**src/rtl/i2cbm_pkg.sv**
```systemverilog
// ----------------------------------------------------------------------------
// i2cbm_pkg
// Shared types and timing constants of the I2C bit-level master.
// ----------------------------------------------------------------------------
package i2cbm_pkg;

   // Command codes carried on the request channel
   localparam logic [2:0] OPC_TICK  = 3'd0;
   localparam logic [2:0] OPC_START = 3'd1;
   localparam logic [2:0] OPC_STOP  = 3'd2;
   localparam logic [2:0] OPC_SEND  = 3'd3;
   localparam logic [2:0] OPC_READ  = 3'd4;

   localparam logic [7:0] MSB_MASK = 8'h80;

   // Phase marks within each command
   localparam logic [5:0] START_SDA_LOW  = 6'd2;
   localparam logic [5:0] START_LAST     = 6'd2;
   localparam logic [5:0] STOP_SDA_LOW   = 6'd2;
   localparam logic [5:0] STOP_SCL_HIGH  = 6'd4;
   localparam logic [5:0] STOP_LAST      = 6'd5;
   localparam logic [5:0] SEND_ACK_FIRST = 6'd32;
   localparam logic [5:0] READ_ACK_FIRST = 6'd24;
   localparam logic [5:0] READ_ACK_SCL   = 6'd26;
   localparam logic [5:0] READ_LAST      = 6'd27;
   localparam logic [1:0] READ_SUB_LAST  = 2'd2;

   // Running command, one-hot
   typedef enum logic [4:0] {
      OP_IDLE  = 5'b00001,
      OP_START = 5'b00010,
      OP_STOP  = 5'b00100,
      OP_SEND  = 5'b01000,
      OP_READ  = 5'b10000
   } op_state_type;

   typedef struct packed {
      op_state_type op;
      logic [5:0]   phase;
      logic [1:0]   sub;        // bit slot within a read bit (0..2)
      logic [7:0]   tx_shift;
      logic [7:0]   rx_shift;
      logic         ack_choice;
      logic         scl;
      logic         sda;
      logic         sda_in_mode;
      logic         ack_seen;
   } bm_state_type;

   typedef struct packed {
      logic [2:0] opcode;
      logic [7:0] tx_byte;
      logic       ack_to_send;
      logic       sda_sampled;
   } bm_cmd_type;

   typedef struct packed {
      logic       scl_level;
      logic       sda_level;
      logic       sda_released;
      logic       busy_res;
      logic       done_res;
      logic [7:0] rx_byte;
      logic       ack_error;
      logic       refused;
   } bm_result_type;

endpackage

```
**src/rtl/i2c_bit_level_master.sv**
```systemverilog
// ----------------------------------------------------------------------------
// i2c_bit_level_master
// The response to a request is registered at the edge that accepts it.
// Throughput: one request per cycle unless the response stalls; each request is one
//   delay unit; the sequencer step is one combinational pass into the state register.
// Reset (synchronous, active high): sequencer idle, SCL and SDA held high,
//   SDA driven, response register empty.
// ----------------------------------------------------------------------------
module i2c_bit_level_master (
   input  logic        clock,
   input  logic        reset,
   // request channel
   input  logic        req_tvalid,
   output logic        req_tready,
   input  logic [15:0] req_tdata,   // [7:0] tx_byte, [8] ack_to_send, [9] sda_sampled
   input  logic [2:0]  req_tuser,   // [2:0] opcode
   // response channel
   output logic        rsp_tvalid,
   input  logic        rsp_tready,
   output logic [15:0] rsp_tdata    // [0] scl_level, [1] sda_level, [2] sda_released,
                                    // [3] busy_res, [4] done_res, [12:5] rx_byte,
                                    // [13] ack_error, [14] refused
);
   import i2cbm_pkg::*;

   localparam bm_state_type STATE_RESET = '{
      op:          OP_IDLE,
      phase:       6'd0,
      sub:         2'd0,
      tx_shift:    8'd0,
      rx_shift:    8'd0,
      ack_choice:  1'b0,
      scl:         1'b1,
      sda:         1'b1,
      sda_in_mode: 1'b0,
      ack_seen:    1'b0
   };

   bm_state_type  state_ff, state_in;
   bm_cmd_type    cmd;
   bm_result_type res;
   logic          rsp_valid_ff, rsp_valid_in;
   logic [15:0]   rsp_data_ff, rsp_data_in;
   logic          req_accept;

   // The response register frees up whenever its content leaves this cycle,
   // so a steady stream moves one request per clock while rsp_tready stays high.
   assign req_tready = ~rsp_valid_ff | rsp_tready;
   assign req_accept = req_tvalid & req_tready;

   // opcode, tx_byte, ack_to_send, sda_sampled from the top bit down
   assign cmd = {req_tuser, req_tdata[7:0], req_tdata[8], req_tdata[9]};

   // One delay unit of the command sequencer
   i2cbm_step u_step (
      .cur (state_ff),
      .cmd (cmd),
      .nxt (state_in),
      .res (res)
   );

   assign rsp_data_in = {1'b0, res.refused, res.ack_error, res.rx_byte, res.done_res,
                         res.busy_res, res.sda_released, res.sda_level, res.scl_level};
   assign rsp_valid_in = req_accept | (rsp_valid_ff & ~rsp_tready);

   always_ff @(posedge clock) begin
      if (reset) begin
         state_ff     <= STATE_RESET;
         rsp_valid_ff <= 1'b0;
      end else begin
         rsp_valid_ff <= rsp_valid_in;
         if (req_accept) begin
            state_ff <= state_in;
         end
      end
   end

   // response payload, no reset needed
   always_ff @(posedge clock) begin
      if (req_accept) begin
         rsp_data_ff <= rsp_data_in;
      end
   end

   assign rsp_tvalid = rsp_valid_ff;
   assign rsp_tdata  = rsp_data_ff;

   // ------------------------------------------------------------------------
   // Assertions
   // ------------------------------------------------------------------------

   // a refused command never stops the command that is running
   a_refuse_while_running: assert property (@(posedge clock) disable iff (reset)
      (rsp_tvalid && rsp_tdata[14]) |-> (rsp_tdata[3] || rsp_tdata[4]))
      else $error("refused response without a running command");

   // busy and done are exclusive
   a_busy_done: assert property (@(posedge clock) disable iff (reset)
      rsp_tvalid |-> !(rsp_tdata[3] && rsp_tdata[4]))
      else $error("busy and done on the same unit");

   // an idle sequencer sits at phase zero
   a_idle_phase: assert property (@(posedge clock) disable iff (reset)
      (state_ff.op == OP_IDLE) |-> (state_ff.phase == 6'd0))
      else $error("idle sequencer with nonzero phase");

   // state only advances on an accepted request
   a_state_hold: assert property (@(posedge clock) disable iff (reset)
      (!req_accept) |=> $stable(state_ff))
      else $error("sequencer state moved without a request");

endmodule

```
**src/rtl/i2cbm_step.sv**
```systemverilog
// ----------------------------------------------------------------------------
// i2cbm_step
// Next-state and result logic for one delay unit of the bit-level master.
// ----------------------------------------------------------------------------
module i2cbm_step (
   input  i2cbm_pkg::bm_state_type  cur,
   input  i2cbm_pkg::bm_cmd_type    cmd,
   output i2cbm_pkg::bm_state_type  nxt,
   output i2cbm_pkg::bm_result_type res
);
   import i2cbm_pkg::*;

   bm_state_type st;
   logic         is_cmd;
   logic         run;
   logic         last;
   logic [1:0]   q;

   always_comb begin
      st     = cur;
      last   = 1'b0;
      q      = 2'b00;
      res    = '0;
      is_cmd = (cmd.opcode >= OPC_START) && (cmd.opcode <= OPC_READ);

      // command launch or refusal
      if (is_cmd) begin
         if (cur.op != OP_IDLE) begin
            res.refused = 1'b1;
         end else begin
            st.phase = '0;
            st.sub   = '0;
            case (cmd.opcode)
               OPC_START: st.op = OP_START;
               OPC_STOP:  st.op = OP_STOP;
               OPC_SEND: begin
                  st.op       = OP_SEND;
                  st.tx_shift = cmd.tx_byte;
                  st.ack_seen = 1'b0;
               end
               OPC_READ: begin
                  st.op         = OP_READ;
                  st.rx_shift   = '0;
                  st.ack_choice = cmd.ack_to_send;
               end
               default: ;
            endcase
         end
      end

      run = (st.op != OP_IDLE);

      // line levels for this phase
      unique case (st.op)
         OP_IDLE: ;
         OP_START: begin
            st.scl = 1'b1;
            st.sda = (st.phase < START_SDA_LOW);
            last   = (st.phase >= START_LAST);
         end
         OP_STOP: begin
            st.scl = (st.phase >= STOP_SCL_HIGH);
            if (st.phase >= STOP_SDA_LOW) begin
               st.sda = 1'b0;
            end
            last = (st.phase >= STOP_LAST);
         end
         OP_SEND: begin
            q = st.phase[1:0];
            if (st.phase < SEND_ACK_FIRST) begin
               st.sda_in_mode = 1'b0;
               if (q == 2'd0) begin
                  st.sda      = |(st.tx_shift & MSB_MASK);
                  st.tx_shift = {st.tx_shift[6:0], 1'b0};
                  st.scl      = 1'b0;
               end else if (q == 2'd3) begin
                  st.scl = 1'b0;
               end else begin
                  st.scl = 1'b1;
               end
            end else begin
               st.sda_in_mode = 1'b1;
               st.scl         = q[1];
               if (q == 2'd2) begin
                  st.ack_seen = cmd.sda_sampled;
               end
               last = (q == 2'd3);
            end
         end
         OP_READ: begin
            if (st.phase < READ_ACK_FIRST) begin
               st.sda_in_mode = 1'b1;
               if (st.sub == 2'd0) begin
                  st.scl      = 1'b1;
                  st.rx_shift = {st.rx_shift[6:0], cmd.sda_sampled};
               end else begin
                  st.scl = 1'b0;
               end
            end else begin
               st.sda_in_mode = 1'b0;
               st.sda         = ~st.ack_choice;
               st.scl         = (st.phase >= READ_ACK_SCL);
               last           = (st.phase >= READ_LAST);
            end
         end
         default: st.op = OP_IDLE;
      endcase

      res.scl_level    = st.scl;
      res.sda_level    = st.sda;
      res.sda_released = st.sda_in_mode;

      // wrap-up of the unit
      if (run) begin
         if (last) begin
            res.done_res = 1'b1;
            unique case (st.op)
               OP_START: st.scl = 1'b0;
               OP_STOP:  st.sda = 1'b1;
               OP_SEND: begin
                  st.scl         = 1'b0;
                  st.sda_in_mode = 1'b0;
                  res.ack_error  = st.ack_seen;
               end
               OP_READ: begin
                  st.scl      = 1'b0;
                  res.rx_byte = st.rx_shift;
               end
               default: ;
            endcase
            st.op    = OP_IDLE;
            st.phase = '0;
            st.sub   = '0;
         end else begin
            res.busy_res = 1'b1;
            st.phase     = st.phase + 6'd1;
            st.sub       = (st.sub == READ_SUB_LAST) ? 2'd0 : st.sub + 2'd1;
         end
      end

      nxt = st;
   end

endmodule

```
**config.mk**
```make
export PLATFORM = sky130hd
export DESIGN_NAME = i2c_bit_level_master
export DESIGN_NICKNAME = d
export VERILOG_FILES = /design/src/rtl/i2cbm_pkg.sv /design/src/rtl/i2c_bit_level_master.sv /design/src/rtl/i2cbm_step.sv
export SDC_FILE = /design/constraint.sdc
export NUM_CORES = 1
export LEC_CHECK = 0
export CAP_MARGIN = 20
export CORE_MARGIN = 3
export CORE_UTILIZATION = 25
export CTS_BUF_LIST = sky130_fd_sc_hd__clkbuf_8
export DETAILED_ROUTE_END_ITERATION = 7
export DONT_BUFFER_PORTS = 1
export PLACE_DENSITY = 0.51
export SYNTH_ARGS = -nofsm -noshare
export SYNTH_HDL_FRONTEND = slang
export SYNTH_HIERARCHICAL = 1
export SYNTH_SLANG_ARGS = --single-unit
export TNS_END_PERCENT = 10
```
**constraint.sdc**
```tcl
create_clock -name clock -period 3.65 [get_ports clock]
set_input_delay 0.1825 -clock clock [delete_from_list [all_inputs] [get_ports clock]]
set_output_delay 0.1825 -clock clock [all_outputs]
set_load 0.02 [all_outputs]
```
==> out/metrics.csv, run 1 <==
stage,metric,value,unit
run_status,status,completed,
yosys,synth_ff_type,dfxtp_1,
drt,postRouteAntennaNets,0,
setup_path,timing.rr.end,state_ff[24]$_SDFFE_PP0P_,
clocking,clock_sinks,50,
place,place_inst,530,
global_route,track_usage,10.89,%
timing,relSlewSlack,42.14,%
clocking,cts_tree,yes,
timing,finalHoldViolations,0,
setup_path,regToRegSetupSlack,0.27,ns
timing,fin_skew,0.01012,ns
timing,tns,0,ns
setup_path,rr_worst_depth,13,
drt,drt_iter0_drc,238,
setup_path,crit_cells,13,
setup_path,cp.required,3.89,ns
setup_path,crit_arrival,3.62,ns
job,maxCapViolCount,0,
timing,maxSlewViolCount,0,
drt,vias,2778,
yosys,ys_ff_latch,50,
clocking,cts.root.buffer_cell,clkbuf_8,
timing,rsz0062_at_grt,no,
drt,routed_wl,8736,um
global_route,grt_pass1_wl,14050,um
clocking,cts_setup_buffers,0,
setup_path,path_class,flip-flop to flip-flop,
yosys,async_flop_share,0,%
yosys,ys_types,72,
drt,firstDrtPassIters,4,
final_layout,num_antenna_cells,0,
timing,max_freq,0.2959,GHz
setup_path,cp_slowest_stage_delay,0.59,ns
yosys,synth_area,3501,sq um
place,dp_hpwl,5947,um
place,io_buffers,0,
final_layout,syn2layout_area_growth,7.898,%
final_layout,fill_cells,1438,
final_layout,fin_util,28.08,%
pwr,cellPowerDensity,325.1,nW/um^2
yosys,synthCells,376,
floorplanning,core_region_area,13450,sq um
setup_path,startpoint,state_ff[30]$_SDFFE_PP0P_,
place,place_congestion,0.8225,
place,place_ws,0.1410,ns
yosys,synth_nets,404,
setup_path,crit_slowest_cell,or4_4,
timing,period_needed,3.379,ns
timing,worstMarginPinSlew,0.8679,ns
floorplanning,core.rowCount,42,
floorplanning,die_area,15460,sq um
clocking,cts_max_level,2,
floorplanning,pin_count,41,
global_route,grt_antenna_before_repair,0,
global_route,grt_max_degree,66,
setup_path,timing.rr.start,state_ff[30]$_SDFFE_PP0P_,
setup_path,cp-end-kind,flip-flop,
hold_path,min_path_type,primary input to flip-flop,
floorplanning,die_h,124.3,um
floorplanning,die_x,124.3,um
timing,fin_hold_ws,0.02925,ns
setup_path,crit_path_max_fanout,7,
yosys,synth_edf_count,15,
final_layout,finalNetCount,391,
timing,setup_viol,0,
final_layout,fin_cells,540,
drt,post-route-drc-count,0,
final_layout,layout-drive-gt1-share,20.60,%
pwr,irDropWorstVdd,0.1501,mV
floorplanning,start_util,26.02,%
setup_path,cpLargestDelayFamily,simple AND/OR/NAND/NOR gates,
clocking,clk-insertion-delay-late,0.31,ns
clocking,clk_path_buf_depth,2,
clocking,clk_pin_slew,0.10,ns
setup_path,start_kind,flip-flop,
timing,post-route-period-util,92.58,%
global_route,grt_pass1_vias,2576,
yosys,avgSynthCellArea,9.311,sq um
timing,setup_ws,0.2707,ns
setup_path,worstSetupEndpoint,state_ff[24]$_SDFFE_PP0P_,
clocking,cts_made_buffers,5,
global_route,grt_overflow,0,
pwr,leakage,1.392,nW
yosys,synth_seq_area_share,32.88,%
drt,vias_per_cell,5.144,
drt,routedWlPerCell,16.18,um
setup_path,cp_cell_sequence,or3_1 -> or4_4 -> nand2_1 -> inv_1 -> ha_1 -> o211a_1 -> o21ai_0 -> a2111o_1 -> o211ai_2 -> buf_4 -> o31ai_2 -> nand3_1 -> a21oi_2,
yosys,ys_warn_count,6,
setup_path,crit_buf_inv,2,
## worst min-delay path by stage
| stage | endpoint | cells past startpoint | from | slack [ns] |
|---|---|---|---|---|
| floorplan | state_ff[0]$_SDFFE_PP0P_ | 2 | reset | 0.43 |
| global placement | state_ff[19]$_SDFFE_PP0P_ | 1 | reset | 0.26 |
| detailed placement | state_ff[18]$_SDFFE_PP0P_ | 1 | reset | 0.26 |
| CTS | state_ff[12]$_SDFFE_PP0P_ | 2 | req_tvalid | 0.02 |
| global route | state_ff[7]$_SDFFE_PP0P_ | 2 | req_tvalid | 0.02 |
| finish | state_ff[0]$_SDFFE_PP0P_ | 2 | req_tvalid | 0.03 |
## layout by cell type, fill, tap and decap left out, types with 5 or more instances in the layout
cell type	instances
a21oi_2	27
ha_1	5
edfxtp_1	15
a21bo_1	27
inv_1	9
nand2b_1	5
nor2b_1	5
nand3_1	34
nor2_1	38
buf_4	14
nor4_1	5
o21ai_0	6
and2_1	7
dfxtp_1	35
mux2i_1	28
clkbuf_8	5
nand2_1	10
a21oi_1	7
## kinds of logic (layout without fill, tap and decap cells)
kind of cell    Yosys count  count (layout)  share of synthesized area [%]
mux                      29              29                          8.327
other cells               1               1                         0.1071
compound gates          110             110                          28.45
fa+ha+maj                 5               5                          1.787
flops                    50              50                          32.88
buf+inv                  45              33                          6.826
xor+xnor                  4               4                          1.001
simple gates            132             132                          20.62
## layout make-up
cell class                 count  area [sq um]  share of cell area, %
clock buffer                   5         68.82                  1.822
clock inverter                 3         47.55                  1.259
inverter                       9         33.78                 0.8943
multi-input combinational    281          2121                  56.14
sequential                    50          1151                  30.47
tap                          176         220.2                  5.830
timing repair buffer          16         135.1                  3.577
## power breakdown
| part | switching (mW) | leakage, nW | internal [mW] |
|---|---|---|---|
| sequential | 0.0267 | 0.430 | 0.596 |
| combinational | 0.121 | 0.903 | 0.0780 |
| clock | 0.199 | 0.0587 | 0.208 |
## per-stage QoR
stage               area (sq um)  power, mW
floorplan                   3501     0.7997
global placement            3613     0.8156
detailed placement          3621     0.8189
CTS                         3767      1.241
global route                3777      1.286
finish                      3777      1.228
## metal layers
| metal | track usage (%) | vias to the layer above | wire length (um) |
|---|---|---|---|
| li1 | - | 1346 | - |
| met1 | 15.42 | 1364 | 4292 |
| met2 | 16.89 | 61 | 3907 |
| met3 | 2.401 | 7 | 430 |
| met4 | 2.579 | 0 | 105 |
| met5 | 0 | - | 0 |
## worst register-to-register path, cell delays in order (launching register included)
cell      delay, ns
dfxtp_1        0.32
or3_1          0.39
or4_4          0.59
nand2_1        0.17
inv_1          0.09
ha_1           0.26
o211a_1        0.25
o21ai_0        0.15
a2111o_1       0.20
o211ai_2       0.21
buf_4          0.24
o31ai_2        0.21
nand3_1        0.11
a21oi_2        0.14
## synth_stat cells (9+ instances only)
| library cell | instances | area, sq um |
|---|---|---|
| a21bo_1 | 27 | 270.3 |
| a21oi_2 | 27 | 236.5 |
| buf_2 | 14 | 70.07 |
| clkbuf_1 | 11 | 41.29 |
| dfxtp_1 | 35 | 700.7 |
| edfxtp_1 | 15 | 450.4 |
| inv_1 | 9 | 33.78 |
| mux2i_1 | 28 | 280.3 |
| nand2_1 | 10 | 37.54 |
| nand3_1 | 34 | 170.2 |
| nor2_1 | 38 | 142.6 |
## sequential cells by signal, summed over array words and instances, names as in the netlist
name        count
rsp_tvalid      1
rsp_tdata      15
state_ff       34
## what timing repair did
item / in CTS / in global routing
hold endpoints to repair: 32 / 0
gates resized for setup: 0 / 3
hold buffers: 2 / 0
endpoints found under the setup margin: 0 / 9
Note: power is estimated with default switching activity, not from simulation.
==> inputs of run 2 (changes only) <==
- SYNTH_HIERARCHICAL: 1 -> default
==> run 2 against run 1 <==
Clock power up 1%. Cell count down 14%. Via count down 9.7%. Clock skew down 0.0013 ns. Critical path depth down 2. Global-route usage up 1.3 points. Die area down 16%. Register-to-register slack better by 0.50 ns. Critical endpoint is now state_ff[25]$_SDFFE_PP0P_. Largest cell class unchanged.
==> out/metrics.csv, run 2 <==
stage,metric,value,unit,change
hold_path,hold_path_startpoint,req_tdata[7],,was req_tvalid
final_layout,final-seq-area,1151,sq um,unchanged
run_status,status,completed,,unchanged
setup_path,crit_arrival,3.11,ns,was 3.62 ns
clocking,cts_tree,yes,,unchanged
setup_path,cp-end-kind,flip-flop,,unchanged
floorplanning,core.rowCount,38,,was 42
timing,fin_skew,0.008859,ns,was 0.01012 ns
global_route,track_usage,12.20,%,was 10.89%
global_route,grt_antenna_before_repair,0,,unchanged
yosys,avgSynthCellArea,8.892,sq um,was 9.311 sq um
timing,setup_viol,0,,unchanged
final_layout,fin_util,28.91,%,was 28.08%
yosys,synth_area,2925,sq um,was 3501 sq um
timing,post-route-period-util,78.83,%,was 92.58%
drt,routedWlPerCell,16.81,um,was 16.18 um
floorplanning,die_area,13030,sq um,was 15460 sq um
yosys,synthCells,329,,was 376
setup_path,path_class,flip-flop to flip-flop,,unchanged
global_route,grt_max_degree,27,,was 66
yosys,yosys.area.top_type,dfxtp_1,,unchanged
drt,vias,2509,,was 2778
drt,drt_iter0_drc,183,,was 238
place,place_inst,454,,was 530
setup_path,cp.required,3.88,ns,was 3.89 ns
yosys,synth_edf_count,15,,unchanged
final_layout,stdcell_area,3217,sq um,was 3777 sq um
place,io_buffers,0,,unchanged
final_layout,finalNetCount,353,,was 391
drt,postRouteAntennaNets,0,,unchanged
clocking,clk-insertion-delay-late,0.31,ns,about the same
final_layout,multiInputGateArea,1623,sq um,was 2121 sq um
yosys,synth_seq_area_share,39.35,%,was 32.88%
clocking,clk_path_buf_depth,2,,unchanged
drt,routed_wl,7848,um,was 8736 um
setup_path,timing.rr.start,state_ff[29]$_SDFFE_PP1P_,,was state_ff[30]$_SDFFE_PP0P_
timing,worstMarginPinSlew,0.7333,ns,was 0.8679 ns
place,place_congestion,0.8295,,was 0.8225
place,dp_hpwl,5581,um,was 5947 um
floorplanning,die_h,114.2,um,was 124.3 um
clocking,clk_pin_slew,0.10,ns,about the same
timing,relSlewSlack,50.74,%,was 42.14%
clocking,cts_resized,0,,unchanged
final_layout,fin_cells,467,,was 540
global_route,grt_overflow,0,,unchanged
timing,max_freq,0.3475,GHz,was 0.2959 GHz
final_layout,num_antenna_cells,0,,unchanged
floorplanning,start_util,26.29,%,was 26.02%
setup_path,crit_path_max_fanout,11,,was 7
pwr,irDropWorstVdd,0.1566,mV,was 0.1501 mV
job,maxCapViolCount,0,,unchanged
timing,maxSlewViolCount,0,,unchanged
yosys,async_flop_share,0,%,unchanged
clocking,clock_sinks,50,,unchanged
final_layout,syn2layout_area_growth,9.966,%,was 7.898%
hold_path,min_path_type,primary input to flip-flop,,unchanged
clocking,holdBufCountCts,4,,was 2
final_layout,final_common_cell,nand2_1,,was nor2_1
place,post_dp_cell_area,3032,sq um,was 3621 sq um
final_layout,largest-register,state_ff,,unchanged
final_layout,fill_cells,1211,,was 1438
drt,firstDrtPassIters,5,,was 4
clocking,cts_setup_buffers,0,,unchanged
yosys,ys_warn_count,0,,was 6
final_layout,largest_reg_flops,34,,unchanged
clocking,cts_max_level,2,,unchanged
final_layout,mostFrequentLayoutCells,"38 x nand2_1, 37 x a21oi_1, 35 x dfxtp_1, 32 x nor2_1, 17 x nand3_1",,"was 38 x nor2_1, 35 x dfxtp_1, 34 x nand3_1, 28 x mux2i_1"
pwr,leakage,1.100,nW,was 1.392 nW
setup_path,start_kind,flip-flop,,unchanged
place,place_ws,0.8392,ns,was 0.1410 ns
yosys,ys_types,72,,unchanged
drt,post-route-drc-count,0,,unchanged
yosys,yosysMostFrequentCell,nand2_1,,was nor2_1
timing,setup_ws,0.7726,ns,was 0.2707 ns
final_layout,layout-drive-gt1-share,10.70,%,was 20.60%
clocking,cts.root.buffer_cell,clkbuf_8,,unchanged
drt,vias_per_cell,5.373,,was 5.144
yosys,ys_ff_latch,50,,unchanged
yosys,yosys-top-cells-area,"dfxtp_1 24%, edfxtp_1 15%, a21oi_1 6.3%, nand2_1 4.9%, nor2_1 4.1%",,"was dfxtp_1 20%, edfxtp_1 13%, mux2i_1 8.0%, a21bo_1 7.7%, a21oi_2 6.8%"
timing,tns,0,ns,unchanged
timing,rsz0062_at_grt,no,,unchanged
yosys,synth_nets,356,,was 404
timing,finalHoldViolations,0,,unchanged
timing,period_needed,2.877,ns,was 3.379 ns
yosys,synth_ff_type,dfxtp_1,,unchanged
floorplanning,die_x,114.2,um,was 124.3 um
pwr,cellPowerDensity,385.3,nW/um^2,was 325.1 nW/um^2
clocking,cts_made_buffers,5,,unchanged
yosys,synth_top_area_share,23.95,%,was 20.01%
global_route,grt_pass1_vias,2403,,was 2576
global_route,grt_pass1_wl,12820,um,was 14050 um
floorplanning,core_region_area,11130,sq um,was 13450 sq um
floorplanning,pin_count,41,,unchanged
setup_path,startpoint,state_ff[29]$_SDFFE_PP1P_,,was state_ff[30]$_SDFFE_PP0P_
yosys,synth_commonest_cells,"38 x nand2_1, 37 x a21oi_1, 35 x dfxtp_1",,"was 38 x nor2_1, 35 x dfxtp_1, 34 x nand3_1"
## run 2: changes by cell type after synthesis, moves of 5 or more
cell     previous run  this run
mux2_1              0         5
buf_2              14         7
nand3_1            34        17
nand2_1            10        38
a21oi_1             7        37
nor2_1             38        32
a21oi_2            27         1
mux2i_1            28         8
a21bo_1            27         0
## run 2: worst paths after layout
| check | end | cells after the start | slack, ns |
|---|---|---|---|
| worst max-delay path | state_ff[25]$_SDFFE_PP0P_ | 11 | 0.77 |
| worst min-delay path | state_ff[20]$_SDFFE_PP0P_ | 2 | 0.02 |
| worst max register to register | state_ff[25]$_SDFFE_PP0P_ | 11 | 0.77 |
| worst min register to register | state_ff[17]$_SDFFE_PP0P_ | 2 | 0.46 |
## run 2: critical path, stage by stage (launching register included)
cell      delay (ns)
dfxtp_1         0.54
nor2b_1         0.26
nand4_2         0.22
and2_1          0.27
ha_1            0.30
nor2_1          0.11
nor2_1          0.07
o211ai_4        0.20
nand4_4         0.21
buf_4           0.22
a31o_1          0.19
a211oi_2        0.20
## run 2: kinds of logic (layout without fill, tap and decap cells)
| kind of cell | Yosys count | after routing | synth area share, % |
|---|---|---|---|
| AND/OR/NAND/NOR | 136 | 136 | 25.54 |
| AO/OA/AOI/OAI | 95 | 95 | 23.06 |
| flip-flops | 50 | 50 | 39.35 |
| buffers and inverters | 29 | 27 | 5.175 |
| multiplexers | 14 | 14 | 5.047 |
| adder cells (fa/ha/maj) | 4 | 4 | 1.711 |
| other | 1 | 1 | 0.1282 |
## run 2: layout make-up
class | instances | area share (%)
Clock buffer | 5 | 2.139
Multi-Input combinational cell | 250 | 50.45
Clock inverter | 3 | 1.517
Tap cell | 140 | 5.445
Timing Repair Buffer | 13 | 3.967
Inverter | 6 | 0.7001
Sequential cell | 50 | 35.78
## run 2: metal layers
metal	routed length, um	track usage (%)	part of all wire [%]	vias up
met5	0	0	0	-
met4	65	3.642	0.83	0
met3	473	2.590	6.0	6
met2	3608	18.74	46	82
met1	3700	17.22	47	1201
li1	-	-	-	1220
## run 2: metrics by stage
stage	hold slack, ns	power [mW]
after floorplan	0.2814	0.7888
after global routing	0.01085	1.305
after CTS	0.01221	1.251
after global placement	0.2513	0.8231
final	0.02357	1.240
after detailed placement	0.2533	0.8251
## run 2: power breakdown
group          total, mW  internal (mW)  switching, mW  leakage (nW)
clock network      0.412          0.209          0.203        0.0563
logic              0.196         0.0702          0.126         0.611
registers          0.631          0.598         0.0324         0.433
==> inputs of run 3 (changes only) <==
- ABC_AREA: default -> 1
- clock period: 3.65 -> 2.5 ns (I/O delays scaled with it)
==> run 3 against run 2 <==
Clock power rose by 14%. Critical path depth rose by 1. Clock skew rose by 0.0041 ns. Routed wire length fell by 2.3%. Core utilization rose by 0.61 points. Clock-buffer cell count did not move. Highest routed layer unchanged.
==> out/metrics.csv, run 3 <==
stage,metric,value,unit,change
setup_path,cp.required,2.57,ns,was 3.88 ns
setup_path,rr_worst_depth,12,,was 11
yosys,avgSynthCellArea,6.807,sq um,was 8.892 sq um
yosys,ys_ff_latch,50,,unchanged
clocking,cts.root.buffer_cell,clkbuf_8,,unchanged
final_layout,mostFrequentLayoutCells,"116 x nand2_1, 58 x inv_1, 44 x nor2_1, 35 x a21oi_1, 35 x dfxtp_1",,"was 38 x nand2_1, 37 x a21oi_1, 35 x dfxtp_1, 32 x nor2_1, 17 x nand3_1"
clocking,clk-insertion-delay-late,0.31,ns,about the same
hold_path,min_path_type,primary input to flip-flop,,unchanged
setup_path,timing.rr.start,state_ff[31]$_SDFFE_PP0P_,,was state_ff[29]$_SDFFE_PP1P_
timing,finalHoldViolations,0,,unchanged
final_layout,fin_util,29.52,%,was 28.91%
setup_path,timing.rr.end,rsp_tdata[12]$_SDFFCE_PN0P_,,was state_ff[25]$_SDFFE_PP0P_
hold_path,hold_path_depth,4,,was 2
timing,fin_hold_ws,0.08893,ns,was 0.02357 ns
final_layout,largest_reg_flops,34,,unchanged
global_route,grt_pass1_vias,2671,,was 2403
global_route,grt_overflow,0,,unchanged
final_layout,layout-drive-gt1-share,11.11,%,was 10.70%
yosys,async_flop_share,0,%,unchanged
drt,routedWlPerCell,13.19,um,was 16.81 um
drt,routed_wl,7665,um,was 7848 um
yosys,synth_top_area_share,23.99,%,was 23.95%
setup_path,crit_path_max_fanout,8,,was 11
timing,post-route-period-util,91.88,%,was 78.83%
drt,post-route-drc-count,0,,unchanged
drt,vias,2720,,was 2509
final_layout,num_antenna_cells,0,,unchanged
place,dp_hpwl,5452,um,was 5581 um
setup_path,regToRegSetupSlack,0.20,ns,was 0.77 ns
place,io_buffers,0,,unchanged
timing,setup_viol,0,,unchanged
drt,postRouteAntennaNets,0,,unchanged
global_route,grt_max_degree,28,,was 27
pwr,cellPowerDensity,543.1,nW/um^2,was 385.3 nW/um^2
timing,fin_skew,0.01295,ns,was 0.008859 ns
floorplanning,die_x,114.1,um,was 114.2 um
timing,relSlewSlack,28.74,%,was 50.74%
drt,firstDrtPassIters,4,,was 5
run_status,status,completed,,unchanged
floorplanning,start_util,26.25,%,was 26.29%
global_route,grt.met2_usage,20.61,%,was 18.74%
global_route,grt.busiest_layer,met2,,unchanged
floorplanning,die_area,13010,sq um,was 13030 sq um
global_route,grt_antenna_before_repair,0,,unchanged
global_route,grt_util_met1,16.26,%,was 17.22%
yosys,synthCells,429,,was 329
floorplanning,core.rowCount,38,,unchanged
clocking,cts_made_buffers,5,,unchanged
setup_path,crit_arrival,2.37,ns,was 3.11 ns
global_route,grt_pass1_wl,13050,um,was 12820 um
final_layout,final_common_cell,nand2_1,,unchanged
drt,vias_per_cell,4.682,,was 5.373
yosys,synth_ff_type,dfxtp_1,,unchanged
timing,max_freq,0.4353,GHz,was 0.3475 GHz
setup_path,cp-end-kind,flip-flop,,unchanged
setup_path,start_kind,flip-flop,,unchanged
clocking,cts_tree,yes,,unchanged
yosys,synth_nets,456,,was 356
place,place_congestion,0.8941,,was 0.8295
floorplanning,die_h,114.1,um,was 114.2 um
yosys,synth_edf_count,15,,unchanged
clocking,clk_pin_slew,0.09,ns,was 0.10 ns
hold_path,hold_path_startpoint,req_tdata[9],,was req_tdata[7]
yosys,ys_warn_count,0,,unchanged
clocking,clk_path_buf_depth,2,,unchanged
timing,maxSlewViolCount,0,,unchanged
final_layout,finalNetCount,467,,was 353
hold_path,whs_endpoint,state_ff[0]$_SDFFE_PP0P_,,was state_ff[20]$_SDFFE_PP0P_
yosys,ys_types,33,,was 72
yosys,synth_seq_area_share,39.42,%,was 39.35%
timing,worstMarginPinSlew,1.065,ns,was 0.7333 ns
global_route,track_usage,12.35,%,was 12.20%
timing,period_needed,2.297,ns,was 2.877 ns
yosys,yosys.area.top_type,dfxtp_1,,unchanged
pwr,irDropWorstVdd,0.2260,mV,was 0.1566 mV
final_layout,syn2layout_area_growth,12.47,%,was 9.966%
pwr,leakage,1.466,nW,was 1.100 nW
floorplanning,pin_count,41,,unchanged
clocking,clock_sinks,50,,unchanged
yosys,synth_area,2920,sq um,was 2925 sq um
yosys,synth_commonest_cells,"118 x nand2_1, 59 x inv_1, 45 x nor2_1",,"was 38 x nand2_1, 37 x a21oi_1, 35 x dfxtp_1"
yosys,yosysMostFrequentCell,nand2_1,,unchanged
clocking,cts_max_level,2,,unchanged
job,maxCapViolCount,0,,unchanged
setup_path,path_class,flip-flop to flip-flop,,unchanged
global_route,grt_use_met3,3.013,%,was 2.590%
yosys,yosys-top-cells-area,"dfxtp_1 24%, edfxtp_1 15%, nand2_1 15%, inv_1 7.6%, a21oi_1 6.0%",,"was dfxtp_1 24%, edfxtp_1 15%, a21oi_1 6.3%, nand2_1 4.9%, nor2_1 4.1%"
final_layout,multiInputGateArea,1488,sq um,was 1623 sq um
drt,drt_iter0_drc,131,,was 183
final_layout,largest-register,state_ff,,unchanged
final_layout,fill_cells,1239,,was 1211
final_layout,final-seq-area,1151,sq um,unchanged
floorplanning,core_region_area,11130,sq um,unchanged
run 3: worst max-delay path by stage:
| stage | startpoint | to | slack (ns) | cells past startpoint |
|---|---|---|---|---|
| 4_1_cts | state_ff[29]$_SDFFE_PP1P_ | state_ff[32]$_SDFFE_PP0P_ | 0.05 | 16 |
| 3_3_place_gp | state_ff[29]$_SDFFE_PP1P_ | state_ff[29]$_SDFFE_PP1P_ | 0.14 | 16 |
| 3_5_place_dp | state_ff[29]$_SDFFE_PP1P_ | state_ff[29]$_SDFFE_PP1P_ | 0.07 | 16 |
| 5_1_grt | state_ff[29]$_SDFFE_PP1P_ | state_ff[32]$_SDFFE_PP0P_ | -0.01 | 16 |
| 6_report | state_ff[31]$_SDFFE_PP0P_ | rsp_tdata[12]$_SDFFCE_PN0P_ | 0.20 | 12 |
| 2_1_floorplan | state_ff[29]$_SDFFE_PP1P_ | state_ff[29]$_SDFFE_PP1P_ | 0.37 | 17 |
run 3: repair_timing:
item                                    in CTS  in global routing
endpoints found under the setup margin       0                 43
setup buffers                                0                  4
endpoints found under the hold margin       23                  0
resized for setup                            0                  9
hold buffers                                 2                  0
run 3: final cells by class:
cell class,instances,area share [%]
clock inverter,3,0.3810
multi-input combinational,302,45.30
inverter,63,7.200
timing repair buffer,18,4.648
clock buffer,5,2.095
tap,140,5.333
sequential,50,35.05
run 3: metal layers:
| metal | vias to the layer above | part of all wire (%) |
|---|---|---|
| li1 | 1404 | - |
| met1 | 1244 | 48 |
| met2 | 63 | 47 |
| met3 | 9 | 4.6 |
| met4 | 0 | 1.1 |
| met5 | - | 0 |
run 3: critical path, stage by stage, from the launching register on:
cell and delay [ns]:
dfxtp_1 0.35, nor2_2 0.18, nand2_2 0.10, nor2_4 0.18, nand2_8 0.09, buf_4 0.15, nand3_1 0.13, nand2_1 0.20
nor2_1 0.26, nand2_2 0.17, nand2_1 0.09, and2_1 0.14, nor2_1 0.04
run 3: stage by stage:
stage                     area, sq um  cells  power [mW]  setup slack [ns]  TNS (ns)
final                            3284    581       1.784            0.2029         0
after global routing             3284    581       1.901          -0.01405  -0.01729
after floorplan                  2920    429       1.215            0.3738         0
after detailed placement         3122    567       1.303           0.06948         0
after CTS                        3223    577       1.784           0.04779         0
after global placement           3122    567       1.295            0.1397         0
run 3: report_power, final:
group          internal, mW  switching, mW  leakage, nW  total [mW]
Combinational         0.128          0.246        0.983       0.375
Sequential            0.890         0.0510        0.436       0.941
Clock                 0.189          0.278       0.0468       0.468
Total                  1.21          0.576         1.47        1.78
run 3: logic make-up (layout without fill, tap and decap cells):
| group | Yosys count | after routing | synth area share [%] |
|---|---|---|---|
| and+or+nand+nor | 214 | 214 | 32.01 |
| AOI/OAI and AO/OA | 82 | 82 | 15.72 |
| buffers and inverters | 77 | 89 | 10.71 |
| DFF | 50 | 50 | 39.42 |
| adders and majority gates | 4 | 4 | 1.714 |
| other | 1 | 1 | 0.1284 |
| xor gates and xnor gates | 1 | 1 | 0.3000 |
